<file path="src/rtl/core/tccs_pkg.sv">
// types, constants and field layout shared by the text console blocks
`timescale 1ns / 1ps
package tccs_pkg;

  localparam int SCREEN_COLUMNS = 80;
  localparam int SCREEN_ROWS    = 25;
  localparam int CELL_COUNT     = SCREEN_COLUMNS * SCREEN_ROWS;

  localparam int COL_W  = $clog2(SCREEN_COLUMNS);
  localparam int ROW_W  = $clog2(SCREEN_ROWS);
  localparam int ADDR_W = $clog2(CELL_COUNT);
  localparam int CELL_W = 16;

  localparam int F_OP_W     = 2;
  localparam int F_CHAR_W   = 8;
  localparam int F_COLUMN_W = 7;
  localparam int F_ROW_W    = 5;
  localparam int F_CELL_W   = 16;
  localparam int F_CCOL_W   = 7;
  localparam int F_CLINE_W  = 5;
  localparam int COLOR_W    = 8;

  localparam int IN_FIELDS_W  = F_OP_W + F_CHAR_W + F_COLUMN_W + F_ROW_W;
  localparam int IN_DATA_W    = ((IN_FIELDS_W + 7) / 8) * 8;
  localparam int OUT_FIELDS_W = F_CELL_W + F_CCOL_W + F_CLINE_W + 1;
  localparam int OUT_DATA_W   = ((OUT_FIELDS_W + 7) / 8) * 8;

  localparam logic [F_CHAR_W-1:0] NEWLINE_CODE = 8'h0a;
  localparam logic [CELL_W-1:0]   BLANK_CELL   = 16'h0720;
  localparam logic [COLOR_W-1:0]  COLOR_RESET  = 8'h07;

  typedef enum logic [1:0] {
    OP_PUT    = 2'd0,
    OP_SETPOS = 2'd1,
    OP_READ   = 2'd2,
    OP_NONE   = 2'd3
  } tccs_op_e;

  typedef enum logic [1:0] {
    ST_CLEAR,
    ST_IDLE,
    ST_READ,
    ST_SCRUB
  } tccs_state_e;

  typedef struct packed {
    logic accept;
    logic sweep_we;
    logic load_read;
  } tccs_cmd_t;

  typedef struct packed {
    logic is_read;
    logic is_scroll;
    logic sweep_done;
    logic out_free;
  } tccs_sts_t;

endpackage

</file>
<file path="src/rtl/core/tccs_ctrl.sv">
// controller state machine for the text console
`timescale 1ns / 1ps
module tccs_ctrl (
  input  logic                clk_i,
  input  logic                rst_ni,
  input  logic                in_valid_i,
  output logic                in_ready_o,
  input  tccs_pkg::tccs_sts_t sts_i,
  output tccs_pkg::tccs_cmd_t cmd_o
);
  import tccs_pkg::*;

  tccs_state_e state_q, state_d;

  always_ff @(posedge clk_i or negedge rst_ni) begin
    if (!rst_ni) begin
      state_q <= ST_CLEAR;
    end else begin
      state_q <= state_d;
    end
  end

  always_comb begin
    state_d = state_q;
    case (state_q)
      ST_CLEAR: begin
        if (sts_i.sweep_done) state_d = ST_IDLE;
      end
      ST_IDLE: begin
        if (in_valid_i && sts_i.out_free) begin
          if (sts_i.is_read) begin
            state_d = ST_READ;
          end else if (sts_i.is_scroll) begin
            state_d = ST_SCRUB;
          end
        end
      end
      ST_READ: begin
        state_d = ST_IDLE;
      end
      ST_SCRUB: begin
        if (sts_i.sweep_done) state_d = ST_IDLE;
      end
      default: begin
        state_d = ST_CLEAR;
      end
    endcase
  end

  always_comb begin
    in_ready_o      = 1'b0;
    cmd_o.accept    = 1'b0;
    cmd_o.sweep_we  = 1'b0;
    cmd_o.load_read = 1'b0;
    case (state_q)
      ST_CLEAR: begin
        cmd_o.sweep_we = 1'b1;
      end
      ST_IDLE: begin
        in_ready_o   = sts_i.out_free;
        cmd_o.accept = sts_i.out_free && in_valid_i;
      end
      ST_READ: begin
        cmd_o.load_read = 1'b1;
      end
      ST_SCRUB: begin
        cmd_o.sweep_we = 1'b1;
      end
      default: begin
        in_ready_o = 1'b0;
      end
    endcase
  end

endmodule

</file>
<file path="config.mk">
export PLATFORM = sky130hd
export DESIGN_NAME = tccs_ctrl
export DESIGN_NICKNAME = d
export VERILOG_FILES = /design/src/rtl/core/tccs_pkg.sv /design/src/rtl/core/tccs_ctrl.sv
export SDC_FILE = /design/constraint.sdc
export NUM_CORES = 1
export LEC_CHECK = 0
export ABC_AREA = 1
export BUFFER_PORTS_ARGS = -buffer_cell sky130_fd_sc_hd__buf_2
export CAP_MARGIN = 20
export CORE_AREA = 10 10 47 49
export CTS_CLUSTER_SIZE = 25
export DETAILED_ROUTE_END_ITERATION = 8
export DIE_AREA = 0 0 57 59
export PLACE_DENSITY_LB_ADDON = 0.3
export SLEW_MARGIN = 30
export SYNTH_ARGS = -nofsm -noshare
export SYNTH_HDL_FRONTEND = slang
export SYNTH_SLANG_ARGS = --single-unit
</file>
<file path="constraint.sdc">
create_clock -name clk_i -period 2.6 [get_ports clk_i]
set_input_delay 0.26 -clock clk_i [delete_from_list [all_inputs] [get_ports clk_i]]
set_output_delay 0.26 -clock clk_i [all_outputs]
set_load 0.02 [all_outputs]
</file>
==> impl_results.md <==
- Status: finished clean
- Core Region: 0.00140 mm2
- Worst setup path start: state_q[1]
- Kind of critical path: reg -> out
- H-tree depth: 1
- Post-layout nets: slightly above 50
- Largest regs: state_q (2)
- Met3 routed WL: 47 um
- Initial antenna violation count: 0
- Pleak: 0.175 nW
- Sequential fraction of the synthesis area: 0.284
- Largest net degree at the start of global routing: 5
- DR WL met2: ~220 um
- Worst Path Max Fanout: 4
- Synth top area share: 0.284
- Worst Max-Slew Pin Slew: 0.148 ns
- Clock sink total: 2
- Setup-failing EPs final: 0
- FF+latch count, synth: 2
- Mapped Cells: 25
- Vias per cell: 3.51
- Endpoints failing hold: 0
- Starting Density: 0.126
- M1 WL: 188 um
- Total gr overflow: 0
- RD Place Congestion: between 0.6 and 0.7
- Hold slack: between 0.3 and 0.4 ns
- I/O Buffers: 10
- Placed insts: 51
- TritonRoute pass-1 iters: 4
- Worst Path Required: 2.34 ns
- Netlist cell types: 8
- Min Tclk post-route: 1.47 ns
- TritonCTS buffer count: 3
- Chip height: 59 um
- Critical Path Source Type: flip-flop
- CTS root buffer: clkbuf_4
- Die ar.: between 0.003 and 0.004 mm2
- Fin cells: 55
- Area Overhead vs Synth: 58.2%
- Clock skew: 0.00236 ns
- Crit. End Element: output port
- GRT Util Overall: 0.0315
- Final Cycle Share: 0.564
- Syn avg cell area: about 7.1 um2
- WP data arrival: 1.21 ns
- Routed WL per cell: about 8.3 um
- Peak supply drop: between 0.15 and 0.2 mV
- Post_cts resized: 0
- RR Startpoint: state_q[0]
- CTS tree: built
- FP Rows: 14
- Slew Limit Fails: 0
- Clk_lat worst skew: about 0.22 ns
- Cell Area, Synth: approximately 180 um2
- Clock buffer depth: 2
- Post-DP HPWL: 393 um
- Hold Crit Class: in -> reg
- Setup TNS: 0 ns
- RSZ-0062 raised after global routing: no
- Fill cells: 176
- Pwr/cell area: 1160 mW/mm2
- Layout Utilization: 0.199
- Slew headroom: 0.902
- Max Cap Viol: 0
- DRC: 0
- Vias in the first global route: 184
- Area post-placement: 246 um2
- Top layer reached by signal wires: met3
- IO Pins: 11
- Area leader, netlist: dfrtp_1
- Finished layout cell area: 279 um2
- Fmax: 682 MHz
- Share of cells above drive strength 1: 0.385
- Worst-path clk slew: 0.03 ns
- Synth warnings: 0
- Postcts setup bufs: 0
- Top area cells in the synthesized netlist: dfrtp_1 28%, ha_1 21%, nand2_1 19%
- Die width: ~57 um
- Top reg by flops: state_q
- Initial DRC count: 3
- Min-delay src: sts_i[3]
- Via count: 193
- Post-CTS Hold Buffers: 1
- Total Routed Length: 459 um
- First-pass GRT wire length: about 760 um
- ANT nets after route: 0
- Mapped Nets: 35
- Max reg flops: 2
- Antenna cell count: 0
[worst paths after layout]
| kind | to | slack [ns] | cells after the start |
|---|---|---|---|
| setup / recovery | cmd_o[2] | 1.13 | 5 |
| hold reg to reg | state_q[1] | 0.50 | 2 |
| min in group asynchronous | state_q[0] | 0.35 | 2 |
| max in group asynchronous | state_q[1] | 2.15 | 2 |
| setup reg to reg | state_q[1] | 1.42 | 6 |
| hold / removal | state_q[0] | 0.34 | 4 |
[cells in the final DEF (no fill, tap or decap)]
master          n
nand4_1         2
buf_2          10
clkbuf_4        3
dlygate4sd3_1   1
inv_1           5
nand2_2         1
ha_1            3
nand2_1         9
nor2_1          2
nand3_2         1
dfrtp_1         2
[metal layers]
layer  vias up  global-route usage
met5         -                   0
met4         0              0.0403
met3         0              0.0236
met2         7              0.0403
met1        81              0.0285
li1        105                   -
[layout make-up]
cell class,instances,area (um2),share of cell area
multi-input combinational,18,108,0.386
timing repair buffer,11,60.1,0.215
sequential,2,50.0,0.179
clock buffer,3,22.5,0.0807
tap,16,20.0,0.0717
inverter,5,18.8,0.0673
[per-stage QoR]
stage	power, W	setup WS [ns]
floorplan	0.000214	1.35
global placement	0.000261	1.37
detailed placement	0.000261	1.36
CTS	0.000337	1.11
global route	0.000371	1.03
finish	0.000323	1.13
[critical path: stages, from the launching register on]
cell	delay [ns]
dfrtp_1	0.38
inv_1	0.08
ha_1	0.22
inv_1	0.06
nor2_1	0.09
buf_2	0.16
[Yosys cell counts (all sizes together)]
library cell	number
dfrtp	2
ha	3
inv	5
nand2	10
nand3	1
nand4	2
nor2	2
[report_power, final]
group	internal, W	switching, W	leakage, nW
clock	0.0000508	0.0000167	0.0138
combinational	0.0000730	0.000120	0.137
sequential	0.0000479	0.0000144	0.0238
[cells by family (layout without fill, tap and decap cells)]
kind of cell,Yosys count,after routing,share of synthesized area
flip-flops,2,2,0.284
buffers and inverters,5,19,0.106
adder cells (fa/ha/maj),3,3,0.213
AND/OR/NAND/NOR,15,15,0.397
No activity file was read; power rests on OpenSTA's default activity.
